`src/hw/rtl/ihex_pkg.sv`:
```
`timescale 1ns / 1ps

package ihex_pkg;

    localparam int LINE_BYTES_DEF = 16;
    localparam int MAX_RESULTS    = 32;
    localparam int CNT_W          = 6;
    localparam int CMDQ_DEPTH     = 2;

    localparam logic [7:0] TYPE_DATA = 8'h00;
    localparam logic [7:0] TYPE_EOF  = 8'h01;
    localparam logic [7:0] TYPE_EXT  = 8'h04;
    localparam logic [7:0] EXT_LEN   = 8'd2;

    typedef enum logic [1:0] {
        CMD_APPEND,
        CMD_APPEND_LINE,
        CMD_FLUSH_LINE,
        CMD_FLUSH_EMPTY
    } cmd_kind_t;

    typedef struct packed {
        cmd_kind_t  kind;
        logic [7:0] data;
        logic [7:0] slot;
    } cmd_t;

    typedef enum logic [2:0] {
        BE_IDLE,
        BE_LEN,
        BE_ADDR_HI,
        BE_ADDR_LO,
        BE_TYPE,
        BE_DATA,
        BE_CKSUM
    } be_state_t;

    typedef enum logic [1:0] {
        REC_DATA,
        REC_EXT,
        REC_EOF
    } rec_kind_t;

    function automatic logic [6:0] hex_char(input logic [3:0] nib);
        if (nib < 4'd10)
        begin
            return 7'd48 + {3'b000, nib};
        end
        return 7'd55 + {3'b000, nib};
    endfunction

endpackage

```
`src/hw/rtl/ihex_front.sv`:
```
`timescale 1ns / 1ps

module ihex_front
    import ihex_pkg::*;
#(
    parameter int LINE_BYTES = LINE_BYTES_DEF
)
(
    input  logic       clk,
    input  logic       rst_n,
    input  logic       push,
    input  logic       q_full,
    input  logic       operation,
    input  logic [7:0] data_byte,
    output logic       q_wr,
    output cmd_t       q_cmd
);

    logic [7:0] fill_reg;
    logic [7:0] fill_next;

    always_comb
    begin
        q_wr       = push && !q_full;
        q_cmd.data = data_byte;
        q_cmd.slot = fill_reg;
        fill_next  = fill_reg;
        if (operation)
        begin
            q_cmd.kind = (fill_reg == 8'd0) ? CMD_FLUSH_EMPTY : CMD_FLUSH_LINE;
            fill_next  = 8'd0;
        end
        else if (fill_reg == 8'(LINE_BYTES - 1))
        begin
            q_cmd.kind = CMD_APPEND_LINE;
            fill_next  = 8'd0;
        end
        else
        begin
            q_cmd.kind = CMD_APPEND;
            fill_next  = fill_reg + 8'd1;
        end
    end

    always_ff @(posedge clk or negedge rst_n)
    begin
        if (!rst_n)
        begin
            fill_reg <= 8'd0;
        end
        else if (q_wr)
        begin
            fill_reg <= fill_next;
        end
    end

endmodule

```
`src/hw/rtl/ihex_cmd_fifo.sv`:
```
`timescale 1ns / 1ps

module ihex_cmd_fifo
    import ihex_pkg::*;
(
    input  logic clk,
    input  logic rst_n,
    input  logic wr,
    input  cmd_t wr_cmd,
    input  logic rd,
    output cmd_t rd_cmd,
    output logic full,
    output logic not_empty
);

    localparam int PTR_W = (CMDQ_DEPTH > 1) ? $clog2(CMDQ_DEPTH) : 1;
    localparam int CNT_QW = $clog2(CMDQ_DEPTH + 1);

    cmd_t              slots_reg [CMDQ_DEPTH];
    logic [PTR_W-1:0]  wr_ptr_reg;
    logic [PTR_W-1:0]  rd_ptr_reg;
    logic [CNT_QW-1:0] count_reg;
    logic [PTR_W-1:0]  wr_ptr_next;
    logic [PTR_W-1:0]  rd_ptr_next;
    logic [CNT_QW-1:0] count_next;

    assign full      = (count_reg == CNT_QW'(CMDQ_DEPTH));
    assign not_empty = (count_reg != '0);
    assign rd_cmd    = slots_reg[rd_ptr_reg];

    always_comb
    begin
        wr_ptr_next = wr_ptr_reg;
        rd_ptr_next = rd_ptr_reg;
        count_next  = count_reg;
        if (wr)
        begin
            wr_ptr_next = (wr_ptr_reg == PTR_W'(CMDQ_DEPTH - 1)) ? '0 : wr_ptr_reg + 1'b1;
        end
        if (rd)
        begin
            rd_ptr_next = (rd_ptr_reg == PTR_W'(CMDQ_DEPTH - 1)) ? '0 : rd_ptr_reg + 1'b1;
        end
        if (wr && !rd)
        begin
            count_next = count_reg + 1'b1;
        end
        else if (rd && !wr)
        begin
            count_next = count_reg - 1'b1;
        end
    end

    always_ff @(posedge clk or negedge rst_n)
    begin
        if (!rst_n)
        begin
            wr_ptr_reg <= '0;
            rd_ptr_reg <= '0;
            count_reg  <= '0;
        end
        else
        begin
            wr_ptr_reg <= wr_ptr_next;
            rd_ptr_reg <= rd_ptr_next;
            count_reg  <= count_next;
        end
    end

    always_ff @(posedge clk)
    begin
        if (wr)
        begin
            slots_reg[wr_ptr_reg] <= wr_cmd;
        end
    end

endmodule

```
`src/hw/rtl/ihex_back.sv`:
```
`timescale 1ns / 1ps

module ihex_back
    import ihex_pkg::*;
#(
    parameter int LINE_BYTES = LINE_BYTES_DEF
)
(
    input  logic       clk,
    input  logic       rst_n,
    input  logic       cmd_valid,
    input  cmd_t       cmd,
    output logic       cmd_pop,
    input  logic       pop,
    output logic       empty,
    output logic       record_start,
    output logic [7:0] byte_value,
    output logic [6:0] hex_high_char,
    output logic [6:0] hex_low_char,
    output logic       record_end,
    output logic       last
);

    localparam int IDX_W = (LINE_BYTES > 1) ? $clog2(LINE_BYTES) : 1;

    logic [7:0] line_mem [LINE_BYTES];

    be_state_t        state_reg;
    be_state_t        state_next;
    rec_kind_t        kind_reg;
    rec_kind_t        kind_next;
    logic [7:0]       len_reg;
    logic [7:0]       len_next;
    logic [7:0]       idx_reg;
    logic [7:0]       idx_next;
    logic [7:0]       sum_reg;
    logic [7:0]       sum_next;
    logic [31:0]      addr_reg;
    logic [31:0]      addr_next;
    logic             flush_reg;
    logic             flush_next;
    logic [CNT_W-1:0] cnt_reg;
    logic [CNT_W-1:0] cnt_next;
    logic             out_valid_reg;
    logic             out_valid_next;
    logic             out_start_reg;
    logic [7:0]       out_byte_reg;
    logic [6:0]       out_hi_reg;
    logic [6:0]       out_lo_reg;
    logic             out_end_reg;
    logic             out_last_reg;
    logic [7:0]       rd_data_reg;

    logic        mem_we;
    logic        rd_en;
    logic [7:0]  rd_idx;
    logic [7:0]  cur_byte;
    logic [31:0] addr_sum;
    logic        ext_due;
    logic        final_byte;
    logic        suppress;
    logic        step;
    logic        load;
    logic        cur_last;

    assign addr_sum   = addr_reg + {24'd0, len_reg};
    assign ext_due    = (addr_sum[15:0] == 16'd0);
    assign suppress   = (cnt_reg == CNT_W'(MAX_RESULTS));
    assign step       = (state_reg != BE_IDLE) && (suppress || !out_valid_reg || pop);
    assign final_byte = (state_reg == BE_CKSUM) &&
                        ((kind_reg == REC_EOF) ||
                         (kind_reg == REC_DATA && !flush_reg && !ext_due) ||
                         (kind_reg == REC_EXT && !flush_reg));
    assign cur_last   = final_byte || (cnt_reg == CNT_W'(MAX_RESULTS - 1));

    always_comb
    begin
        case (state_reg)
            BE_LEN:     cur_byte = len_reg;
            BE_ADDR_HI: cur_byte = (kind_reg == REC_DATA) ? addr_reg[15:8] : 8'd0;
            BE_ADDR_LO: cur_byte = (kind_reg == REC_DATA) ? {addr_reg[7:4], 4'h0} : 8'd0;
            BE_TYPE:
            begin
                case (kind_reg)
                    REC_DATA: cur_byte = TYPE_DATA;
                    REC_EXT:  cur_byte = TYPE_EXT;
                    default:  cur_byte = TYPE_EOF;
                endcase
            end
            BE_DATA:
            begin
                if (kind_reg == REC_DATA)
                begin
                    cur_byte = rd_data_reg;
                end
                else
                begin
                    cur_byte = (idx_reg == 8'd0) ? addr_reg[31:24] : addr_reg[23:16];
                end
            end
            BE_CKSUM:   cur_byte = 8'd0 - sum_reg;
            default:    cur_byte = 8'd0;
        endcase
    end

    always_comb
    begin
        state_next = state_reg;
        kind_next  = kind_reg;
        len_next   = len_reg;
        idx_next   = idx_reg;
        sum_next   = sum_reg;
        addr_next  = addr_reg;
        flush_next = flush_reg;
        cnt_next   = cnt_reg;
        cmd_pop    = 1'b0;
        mem_we     = 1'b0;
        rd_en      = 1'b0;
        rd_idx     = idx_reg + 8'd1;
        load       = 1'b0;
        case (state_reg)
            BE_IDLE:
            begin
                if (cmd_valid)
                begin
                    cmd_pop  = 1'b1;
                    cnt_next = '0;
                    case (cmd.kind)
                        CMD_APPEND:
                        begin
                            mem_we = 1'b1;
                        end
                        CMD_APPEND_LINE:
                        begin
                            mem_we     = 1'b1;
                            kind_next  = REC_DATA;
                            len_next   = 8'(LINE_BYTES);
                            flush_next = 1'b0;
                            state_next = BE_LEN;
                        end
                        CMD_FLUSH_LINE:
                        begin
                            kind_next  = REC_DATA;
                            len_next   = cmd.slot;
                            flush_next = 1'b1;
                            state_next = BE_LEN;
                        end
                        default:
                        begin
                            kind_next  = REC_EOF;
                            len_next   = 8'd0;
                            flush_next = 1'b0;
                            state_next = BE_LEN;
                        end
                    endcase
                end
            end
            default:
            begin
                if (step)
                begin
                    load     = !suppress;
                    cnt_next = suppress ? cnt_reg : cnt_reg + 1'b1;
                    sum_next = (state_reg == BE_LEN) ? cur_byte : sum_reg + cur_byte;
                    case (state_reg)
                        BE_LEN:     state_next = BE_ADDR_HI;
                        BE_ADDR_HI: state_next = BE_ADDR_LO;
                        BE_ADDR_LO: state_next = BE_TYPE;
                        BE_TYPE:
                        begin
                            idx_next   = 8'd0;
                            rd_idx     = 8'd0;
                            rd_en      = (kind_reg == REC_DATA);
                            state_next = (len_reg == 8'd0) ? BE_CKSUM : BE_DATA;
                        end
                        BE_DATA:
                        begin
                            idx_next = idx_reg + 8'd1;
                            rd_en    = (kind_reg == REC_DATA) && (idx_reg + 8'd1 < len_reg);
                            if (idx_reg + 8'd1 == len_reg)
                            begin
                                state_next = BE_CKSUM;
                            end
                        end
                        default:
                        begin
                            state_next = BE_IDLE;
                            case (kind_reg)
                                REC_DATA:
                                begin
                                    addr_next = addr_sum;
                                    if (ext_due)
                                    begin
                                        kind_next  = REC_EXT;
                                        len_next   = EXT_LEN;
                                        state_next = BE_LEN;
                                    end
                                    else if (flush_reg)
                                    begin
                                        kind_next  = REC_EOF;
                                        len_next   = 8'd0;
                                        state_next = BE_LEN;
                                    end
                                end
                                REC_EXT:
                                begin
                                    if (flush_reg)
                                    begin
                                        kind_next  = REC_EOF;
                                        len_next   = 8'd0;
                                        state_next = BE_LEN;
                                    end
                                end
                                default:
                                begin
                                    addr_next  = 32'd0;
                                    flush_next = 1'b0;
                                end
                            endcase
                        end
                    endcase
                end
            end
        endcase
        if (load)
        begin
            out_valid_next = 1'b1;
        end
        else if (pop)
        begin
            out_valid_next = 1'b0;
        end
        else
        begin
            out_valid_next = out_valid_reg;
        end
    end

    always_ff @(posedge clk or negedge rst_n)
    begin
        if (!rst_n)
        begin
            state_reg     <= BE_IDLE;
            kind_reg      <= REC_DATA;
            len_reg       <= 8'd0;
            idx_reg       <= 8'd0;
            sum_reg       <= 8'd0;
            addr_reg      <= 32'd0;
            flush_reg     <= 1'b0;
            cnt_reg       <= '0;
            out_valid_reg <= 1'b0;
        end
        else
        begin
            state_reg     <= state_next;
            kind_reg      <= kind_next;
            len_reg       <= len_next;
            idx_reg       <= idx_next;
            sum_reg       <= sum_next;
            addr_reg      <= addr_next;
            flush_reg     <= flush_next;
            cnt_reg       <= cnt_next;
            out_valid_reg <= out_valid_next;
        end
    end

    always_ff @(posedge clk)
    begin
        if (load)
        begin
            out_start_reg <= (state_reg == BE_LEN);
            out_byte_reg  <= cur_byte;
            out_hi_reg    <= hex_char(cur_byte[7:4]);
            out_lo_reg    <= hex_char(cur_byte[3:0]);
            out_end_reg   <= (state_reg == BE_CKSUM);
            out_last_reg  <= cur_last;
        end
    end

    always_ff @(posedge clk)
    begin
        if (mem_we)
        begin
            line_mem[cmd.slot[IDX_W-1:0]] <= cmd.data;
        end
    end

    always_ff @(posedge clk)
    begin
        if (rd_en)
        begin
            rd_data_reg <= line_mem[rd_idx[IDX_W-1:0]];
        end
    end

    assign empty         = !out_valid_reg;
    assign record_start  = out_start_reg;
    assign byte_value    = out_byte_reg;
    assign hex_high_char = out_hi_reg;
    assign hex_low_char  = out_lo_reg;
    assign record_end    = out_end_reg;
    assign last          = out_last_reg;

endmodule

```
`src/hw/rtl/intel_hex_record_encoder_unit.sv`:
```
`timescale 1ns / 1ps
// Channel   Handshake          Word
// input     push / full        operation, data_byte
// result    pop / empty        record_start, byte_value, hex_high_char, hex_low_char,
//                              record_end, last
//
// An append that does not complete a line only writes its byte into the line buffer. A
// completed line is taken from the queue and sent as a data record, followed by an
// extended linear address record when the address crosses a 64 KiB boundary; a flush
// sends any partial line as a data record, then the end-of-file record. Reset clears
// every count and the queues. Two words wait in the input queue, so input flows until
// it is full. A stalled result holds the sequencer until an item has MAX_RESULTS words.

module intel_hex_record_encoder_unit
    import ihex_pkg::*;
#(
    parameter int LINE_BYTES = LINE_BYTES_DEF
)
(
    input  logic       clk,
    input  logic       rst_n,
    input  logic       push,
    output logic       full,
    input  logic       operation,
    input  logic [7:0] data_byte,
    output logic       empty,
    input  logic       pop,
    output logic       record_start,
    output logic [7:0] byte_value,
    output logic [6:0] hex_high_char,
    output logic [6:0] hex_low_char,
    output logic       record_end,
    output logic       last
);

    logic q_wr;
    cmd_t q_wr_cmd;
    logic q_rd;
    cmd_t q_rd_cmd;
    logic q_not_empty;

    ihex_front #(
        .LINE_BYTES (LINE_BYTES)
    ) u_front (
        .clk       (clk),
        .rst_n     (rst_n),
        .push      (push),
        .q_full    (full),
        .operation (operation),
        .data_byte (data_byte),
        .q_wr      (q_wr),
        .q_cmd     (q_wr_cmd)
    );

    ihex_cmd_fifo u_cmd_fifo (
        .clk       (clk),
        .rst_n     (rst_n),
        .wr        (q_wr),
        .wr_cmd    (q_wr_cmd),
        .rd        (q_rd),
        .rd_cmd    (q_rd_cmd),
        .full      (full),
        .not_empty (q_not_empty)
    );

    ihex_back #(
        .LINE_BYTES (LINE_BYTES)
    ) u_back (
        .clk           (clk),
        .rst_n         (rst_n),
        .cmd_valid     (q_not_empty),
        .cmd           (q_rd_cmd),
        .cmd_pop       (q_rd),
        .pop           (pop),
        .empty         (empty),
        .record_start  (record_start),
        .byte_value    (byte_value),
        .hex_high_char (hex_high_char),
        .hex_low_char  (hex_low_char),
        .record_end    (record_end),
        .last          (last)
    );

    assert property (@(posedge clk) disable iff (!rst_n)
        !empty |-> !(record_start && record_end))
        else $error("A word is marked as both first and checksum byte.");

    assert property (@(posedge clk) disable iff (!rst_n)
        (!empty && last && LINE_BYTES <= 16) |-> record_end)
        else $error("The final word of an item is not a checksum byte.");

    assert property (@(posedge clk) disable iff (!rst_n)
        !empty |-> (hex_high_char == hex_char(byte_value[7:4]) &&
                    hex_low_char == hex_char(byte_value[3:0])))
        else $error("The hex characters do not match the byte value.");

endmodule

```
`config.mk`:
```
export PLATFORM = sky130hd
export DESIGN_NAME = intel_hex_record_encoder_unit
export DESIGN_NICKNAME = d
export VERILOG_FILES = /design/src/hw/rtl/ihex_pkg.sv /design/src/hw/rtl/ihex_front.sv /design/src/hw/rtl/ihex_cmd_fifo.sv /design/src/hw/rtl/ihex_back.sv /design/src/hw/rtl/intel_hex_record_encoder_unit.sv
export SDC_FILE = /design/constraint.sdc
export NUM_CORES = 1
export LEC_CHECK = 0
export BUFFER_PORTS_ARGS = -buffer_cell sky130_fd_sc_hd__buf_4
export CORE_MARGIN = 2
export CORE_UTILIZATION = 56
export CTS_BUF_LIST = sky130_fd_sc_hd__clkbuf_16
export CTS_CLUSTER_DIAMETER = 50
export CTS_CLUSTER_SIZE = 8
export DETAILED_ROUTE_END_ITERATION = 7
export PLACE_DENSITY = 0.76
export SLEW_MARGIN = 0
export SYNTH_ARGS = -nofsm -noshare
export SYNTH_HDL_FRONTEND = slang
export SYNTH_SLANG_ARGS = --single-unit
```
`constraint.sdc`:
```
create_clock -name clk -period 3.9 [get_ports clk]
set_clock_uncertainty 0.15 [all_clocks]
set_input_delay 0.78 -clock clk [delete_from_list [all_inputs] [get_ports clk]]
set_output_delay 0.78 -clock clk [all_outputs]
set_load 0.01 [all_outputs]
```
==> results of run 1 <==
==> where the power goes <==
part / switching (mW) / internal [mW] / leakage (nW) / total [mW]
Sequential: 0.189 / 3.56 / 2.82 / 3.75
Combinational: 1.35 / 0.887 / 2.66 / 2.24
Clock: 1.27 / 1.94 / 0.640 / 3.21
Total: 2.81 / 6.38 / 6.13 / 9.19
==> cells in the mapped netlist, types with 17 or more instances <==
| master | n |
|---|---|
| edfxtp_1 | 197 |
| nand2_1 | 103 |
| nor2_1 | 90 |
| dfrtp_1 | 81 |
| o21ai_0 | 68 |
| inv_1 | 47 |
| mux2i_1 | 45 |
| a21oi_1 | 41 |
| ha_1 | 36 |
| clkbuf_1 | 33 |
| o22ai_1 | 29 |
| nand3_1 | 28 |
| xnor2_1 | 24 |
| mux2_2 | 21 |
| nor3_1 | 21 |
| xor2_1 | 21 |
| and3_1 | 17 |
==> per-stage QoR <==
stage / instances / hold slack [ps] / worst slack, ps / utilization [%]
detailed placement: 1465 / 331 / 2.24 / 60.7
floorplan: 1098 / 306 / 43.9 / -
global route: 1537 / 240 / -79.4 / 66.2
CTS: 1532 / 204 / 24.5 / 65.9
finish: 1537 / 183 / 123 / 66.2
global placement: 1465 / 320 / 164 / 60.7
==> timing repair <==
item	in CTS	in global routing
hold buffers	0	0
endpoints found under the setup margin	1	2
setup buffers	1	5
hold endpoints to repair	0	0
pin swaps	1	3
gates resized for setup	2	6
==> logic make-up (layout without fill, tap and decap cells) <==
kind of cell             count (synthesis)  in the layout  share of synthesized area [%]
adder cells (fa/ha/maj)                 38             38                           3.71
AND/OR/NAND/NOR                        318            318                           11.2
flip-flops                             278            278                           60.0
XOR/XNOR                                45             45                           2.98
AO/OA/AOI/OAI                          255            255                           12.8
buffers and inverters                   89            209                           2.60
multiplexers                            75             75                           6.75
==> per-layer routing <==
metal | vias to the layer above | track usage (%) | share of wire (%)
met2 | 390 | 40.5 | 48
met1 | 4501 | 33.4 | 42
li1 | 4331 | - | -
met4 | 0 | 10.4 | 3.6
met5 | - | 0 | 0
met3 | 91 | 4.27 | 6.5
==> worst max path at each step <==
stage / endpoint / cells after the start
detailed placement: u_back.sum_reg[7] / 14
global route: u_back.sum_reg[6] / 18
CTS: u_back.sum_reg[7] / 14
finish: u_back.sum_reg[7] / 15
global placement: u_back.sum_reg[7] / 14
floorplan: u_back.sum_reg[7] / 15
==> critical path, delay by kind of cell (launching register included) <==
family | cells | cell delay [ps]
and+or+nand+nor | 2 | 590
AOI/OAI and AO/OA | 7 | 1290
adders and majority gates | 2 | 550
DFF | 1 | 390
buffers and inverters | 2 | 240
muxes | 1 | 290
xor gates and xnor gates | 1 | 160
==> cells in the final DEF, fill, tap and decap left out, types with 5 or more instances in the layout <==
cell type / synthesis / layout
nor2_1: 90 / 90
nand2b_1: 8 / 8
mux4_2: 8 / 8
edfxtp_1: 197 / 197
mux2_2: 21 / 21
o311ai_0: 8 / 8
nand2_1: 103 / 102
o22ai_1: 29 / 29
o21ai_0: 68 / 67
inv_1: 47 / 63
xor2_1: 21 / 20
nor3_1: 21 / 21
and2_1: 6 / 5
a21oi_1: 41 / 40
nand4_1: 13 / 13
nand3_1: 28 / 28
dfrtp_1: 81 / 80
a22oi_1: 10 / 10
mux2i_1: 45 / 45
clkbuf_16: 0 / 42
o31ai_1: 15 / 15
xnor2_1: 24 / 24
buf_4: 0 / 94
o211ai_1: 10 / 10
and3_1: 17 / 17
ha_1: 36 / 35
o21a_1: 7 / 7
a211oi_1: 7 / 7
a22o_1: 9 / 9
or3_1: 7 / 7
a21o_1: 9 / 9
==> cell type report <==
| type | count | area share (%) |
|---|---|---|
| multi-input combinational | 731 | 32.4 |
| inverter | 48 | 1.17 |
| timing repair buffer | 95 | 4.70 |
| clock buffer | 42 | 6.81 |
| tap | 319 | 2.58 |
| sequential | 278 | 51.4 |
| clock inverter | 24 | 0.932 |
==> metrics list, run 1 <==
* Die Span Y: 158 µm
- Global routing finished with a remaining overflow of 0.
- Cell leakage power: 6.13 nW
- Most common flop cell mapped by yosys: edfxtp_1
* Worst r2r src: u_back.sum_reg[1]
* Synthesized net count: 1149
- Class of the tightest hold or removal check: input pin to async pin
* Routability congestion estimate from global placement: 0.942
* Final #Nets: 1247
- Fraction of layout cells with a size suffix above 1: 15.9%
- The flow ran to the end, and the final reports show no timing, DRC or antenna violations.
- Actual slew at the worst max-slew pin: 829 ps
* Largest area contributor in the synthesized netlist: edfxtp_1
- #FFs+latches synth: 278
- Antenna Cells: 0
- Data arrives at the worst endpoint at 4050 ps.
- Across the VDD grid, the largest voltage drop is 0.483 mV.
- Wire length of the first global-routing pass: 48.2 mm
- Synthesis handed over a netlist of 1098 instances.
* Sequence of cells on the critical path: inv_1, ha_1, or3b_2, xor2_1, a22oi_1, o21ai_0, a21oi_1, inv_1, ha_1, nand2_1, o211ai_1, a21o_1, a21oi_1, mux4_1, a211o_1
- Detail-routed via count per cell: 6.06
* Top fanout value on the critical path: 4
- The final critical path takes up 96.9% of the cycle.
* Max Fclk: 0.265 GHz
- Entering global routing, the biggest net connects 60 pins.
* Total power per unit cell area: 595 mW/mm²
- Max-cap violations: 0
- After routing the design area is 0.0154 mm².
- PortBufs: 39
* Number of sinks handled by clock tree synthesis: 278
* Core Region: 0.0233 mm²
- The number of antenna violations at the first check in global routing is 0.
- Yosys printed 0 warnings.
- Total global routing track utilization: 24.9%
- Clock latency on the worst-skew pair, taken at its later pin, is 540 ps.
* Number of placement rows: 56
* Number of enable flip-flop cells after synthesis: 197
- Effective utilization at floorplan: 56.7%
- Inserted Clock Buffers: 42
* Number of flip-flops under the largest register name: 128
* Top-area cell type share of the netlist area: 44.7%
- HPWL after detailed placement: 20.4 mm
- Sequential fraction of the synthesis area: 60.0%
- Data required time at the worst endpoint: 4170 ps
- Synth cell types: 73
- Buffer depth of the longest clock path: 3
* Time the worst path needs with I/O delays and setup: 3780 ps
- The completed layout was analyzed and its total power is 9.19 mW.
* Area delta synth->final: 16.7%
- DP Area: 0.0142 mm²
* Post-route antenna net violation count: 0
- The die covers 0.0249 mm².
* Area contributors post-synth: edfxtp_1 (45%), dfrtp_1 (15%), ha_1 (3.4%), mux2i_1 (3.4%), nand2_1 (2.9%)
- After detailed routing, the number of remaining DRC violations is 0.
- Number of top-level pins: 40
- Summing over every cut layer, the via total after detailed routing is 9313.
- Share of async-settable or async-resettable flops after synthesis: 29.1%
* TritonCTS clock tree: built
* CP startpoint: u_back.sum_reg[1]
* Setup-failing EPs final: 0
* Worst Setup Start Kind: flop
- Number of cell instances on the worst register-to-register path: 15
- The die is 158 µm wide.
- Count of pins over their slew limit: 0
* First-pass detailed-route iteration total: 7
* Kind of critical path: flop to flop
- Average wire per standard cell: 19.7 µm
* Accumulated negative setup slack: 0 ps
- Sequential cell area: 0.00794 mm²
- After the first detailed-routing iteration, the DRC count stood at 812.
- Cell with the largest stage delay on the worst path: or3b_2
- Type of element capturing the critical path: flop
* Root buf cell: clkbuf_16
* Clock-pin slew on the worst setup and hold paths: 50 ps
- The via count of the first global-routing pass was 9046.
- Reg2Reg Setup Slack: 120 ps
- Max incr delay on CP: 500 ps
- Fill cells in the final layout number 1686.
* Syn Area/Cell: 12.1 µm²
- In the final layout, the multi-input gates occupy 0.00500 mm².
- The H-tree was split into 2 levels.
* Post-synthesis cell area: 0.0132 mm²
- The final number of hold-violating endpoints is 0.
- The routed design has 30.4 mm of wire.
- The endpoint identified for the worst register-to-register timing path is u_back.sum_reg[7].
* Relative slew margins: 44.8%
No activity file was read; power rests on OpenSTA's default activity.
==> run 2, diff against run 1 <==
CELL_PAD_IN_SITES_DETAIL_PLACEMENT = 1   (was unset)
CELL_PAD_IN_SITES_GLOBAL_PLACEMENT = 1   (was unset)
CORE_UTILIZATION = 46   (was 56)
PLACE_DENSITY = unset   (was 0.76)
PLACE_DENSITY_LB_ADDON = 0.1   (was unset)
==> metrics list, run 2 (synthesized netlist as in run 1, its figures left out) <==
- Most frequent cells in the layout: edfxtp_1 (197), buf_4 (107), nand2_1 (102)
- From synthesis to final layout, the design area changed by 19.1%.
* Wire length of the first global-routing pass: 56.1 mm (+16%)
- Data required time at the worst endpoint: 4170 ps (about the same)
- The detailed-route vias per instance was 5.78 (-4.6%).
* Type of element capturing the critical path: flop
- Run status: finished clean
* Reg2Reg Setup Slack: 200 ps (+70 ps)
- The pin count of the biggest net entering global routing is 60 (unchanged).
- Fraction of the cycle the final worst path needs: 95.0% (-1.9 points)
- Number of sinks handled by clock tree synthesis: 278 (unchanged)
* Final #Nets: 1262 (+1.2%)
- WP data arrival: 3980 ps (-70 ps)
- TritonCTS built the clock tree.
- The last weighted congestion value of the routability-driven placer came to 0.874 (-7.3%).
- The post-route non-filler standard cell count came to 1619 (+5.3%).
- The clock transition at the register clock pins on the worst setup and hold paths after CTS was 50 ps (about the same).
* Max Fclk: 0.270 GHz (+2.0%)
- Number of top-level pins: 40 (unchanged)
* Most common cell after layout, fill and taps aside: edfxtp_1
- The residual overflow from global routing was 0 (unchanged).
- Die Span Y: 174 µm (+10%)
* Class of the tightest hold or removal check: input pin to async pin
- The total of hold buffers inserted after clock tree synthesis was 0 (unchanged).
- The antenna cell count is 0 (unchanged).
* Crit path setup slack, layout: 196 ps (+73.0 ps)
- The sequential cell fraction of total power came to 39.6% (-1.2 points).
- The final setup violation count was 0 (unchanged).
- The largest individual stage delay along the critical path comes from the cell or3b_4.
* Worst Setup Start Kind: flop
- The routed wire length came to 35.3 mm (+16%).
- The area of placed instances is 0.0144 mm² (+1.5%).
* Maximum VDD drop: 0.463 mV (-4.0%)
* Via count of the first global-routing pass: 9826 (+8.6%)
* Accumulated negative setup slack: 0 ps (unchanged)
* Met1 routed wirelength after detailed routing: 15.5 mm (+22%)
- Effective utilization at floorplan: 46.3% (-10 points)
* Clock group share of total power: 36.0% (+1.1 points)
- Count of pins over their slew limit: 0 (unchanged)
- Number of antenna violations at the first check in global routing: 0 (unchanged)
- The share of final-layout standard cells stronger than drive strength 1 is 17.8% (+1.9 points).
- DR WL met2: 17.2 mm (+19%)
* Average wire per standard cell: 21.8 µm (+10%)
- The static leakage was 6.24 nW (+1.9%).
- Inserted Clock Buffers: 43 (+2.4%)
* Time the worst path needs with I/O delays and setup: 3700 ps (-73.0 ps)
- DRC violations left: 0 (unchanged)
- The internal power came to 6.58 mW (+3.0%).
- The critical path is of the flop to flop type.
- The global routing usage summed across all routing layers is 23.9% (-1.1 points).
- Number of H-tree branching levels: 2 (unchanged)
- Among cell families on the critical path, the largest total delay comes from compound AO/OA/AOI/OAI gates.
* PortBufs: 39 (unchanged)
- The die footprint was 0.0301 mm² (+21%).
- The overall die width is 174 µm (+10%).
* Max incr delay on CP: 410 ps (-90 ps)
- Routed wl met3: 1.54 mm (-22%)
- Setup repair after global routing left no endpoint under its margin.
- Relative slew margins: 42.8% (-1.9 points)
- The number of search-and-repair iterations in the first detailed-routing pass is 4 (-3).
- The row count is 62 (+11%).
- Number of buffer and inverter instances along the worst setup path: 2 (unchanged)
- Sequence of cells on the critical path: inv_1, ha_1, or3b_4, o21ai_2, o211ai_1, o211ai_1, and2_4, inv_1, ha_1, a21o_1, a21oi_2, o211ai_1, a21o_1, a21oi_2, mux4_2, a211o_1
* Post-route antenna net violation count: 0 (unchanged)
* Root buf cell: clkbuf_16
- The half-perimeter wire length after detailed placement was 24.4 mm (+20%).
- The worst hold slack was 195 ps (+11.8 ps).
- Library cell appearing most often on the critical path: o211ai_1
- Number of hold-slack violations in the final timing report: 0 (unchanged)
* Core Region: 0.0285 mm² (+22%)
* Sw power: 2.90 mW (+3.3%)
- The highest layer touched by signal routing is met4.
- Place WS: -127 ps (-129 ps)
* Initial DRC count: 573 (-29%)
* Total power per unit cell area: 602 mW/mm² (+1.1%)
- Switching share of total power: 30.6% (+0.042 points)
- The number of flip-flops under the largest register name came to 128 (unchanged).
- The final non-filler cell area was 0.0158 mm² (+2.0%).
- Fraction of power consumed by combinational cells: 24.4% (about the same)
* Max-cap violations: 0 (unchanged)
- Vias: 9361 (+0.52%)
- The clock latency at the later pin of the worst-skew pair was 540 ps (about the same).
* Buffer depth of the longest clock path: 3 (unchanged)
- Top fanout value on the critical path: 4 (unchanged)
- The cell count after placement is 1546 (+5.5%).
* Actual slew at the worst max-slew pin: 858 ps (+29.0 ps)
run 2: cell types whose count changed in the layout (fill, tap and decap cells not counted), moves of 2 or more:
cell	delta
a21oi_1	-2
a21oi_2	+2
buf_4	+13
bufinv_16	+2
o21ai_0	-4
o21ai_1	+2
o21ai_2	+2
run 2: repair_timing:
item / in CTS / in global routing
endpoints found under the setup margin: 2 / 2
setup buffers: 2 / 2
gates resized for setup: 7 / 14
pin swaps: 2 / 5
run 2: through the flow:
stage / power [mW] / utilization (%)
6_report: 9.48 / 55.2
3_3_place_gp: 6.00 / 50.4
3_5_place_dp: 6.08 / 50.4
2_1_floorplan: 5.18 / -
4_1_cts: 9.54 / 54.9
5_1_grt: 9.94 / 55.2
run 2: worst reg2reg max path, delay by kind of cell (launching register included):
kind | cells | cell delay [ps]
adder cells (fa/ha/maj) | 2 | 450
flip-flops | 1 | 390
AO/OA/AOI/OAI | 9 | 1520
AND/OR/NAND/NOR | 2 | 620
multiplexers | 1 | 320
buffers and inverters | 2 | 140
run 2: worst paths after layout:
kind                               startpoint                     endpoint  cells after the start
max                         u_back.idx_reg[0]            u_back.sum_reg[7]                     16
min                                     rst_n            u_back.sum_reg[6]                      1
max reg2reg                 u_back.idx_reg[0]            u_back.sum_reg[7]                     16
min reg2reg                u_back.addr_reg[0]           u_back.addr_reg[0]                      2
max in group asynchronous               rst_n             u_back.flush_reg                      2
min in group clk                 data_byte[3]  u_cmd_fifo.slots_reg[1][11]                      1
run 2: layer usage:
layer  global-route usage [%]  up-vias
met1                     32.1     4697
met2                     39.8      223
met5                        0        -
met4                     8.02        0
li1                         -     4369
met3                     3.77       72
run 2: area by class of cell:
type                            count  area [µm²]
Sequential cell                   278        7940
Fill cell                        2954       12800
Tap cell                          384         480
Clock inverter                     26         195
Inverter                           48         180
Timing Repair Buffer              109         843
Clock buffer                       43        1080
Multi-Input combinational cell    731        5030
run 2: power by group through the flow:
| stage | combinational, mW | sequential [mW] | clock (mW) |
|---|---|---|---|
| finish | 2.31 | 3.75 | 3.41 |
| detailed placement | 2.28 | 3.79 | 0 |
| global route | 2.55 | 3.78 | 3.61 |
| global placement | 2.22 | 3.78 | 0 |
| floorplan | 1.42 | 3.76 | 0 |
| CTS | 2.31 | 3.74 | 3.48 |
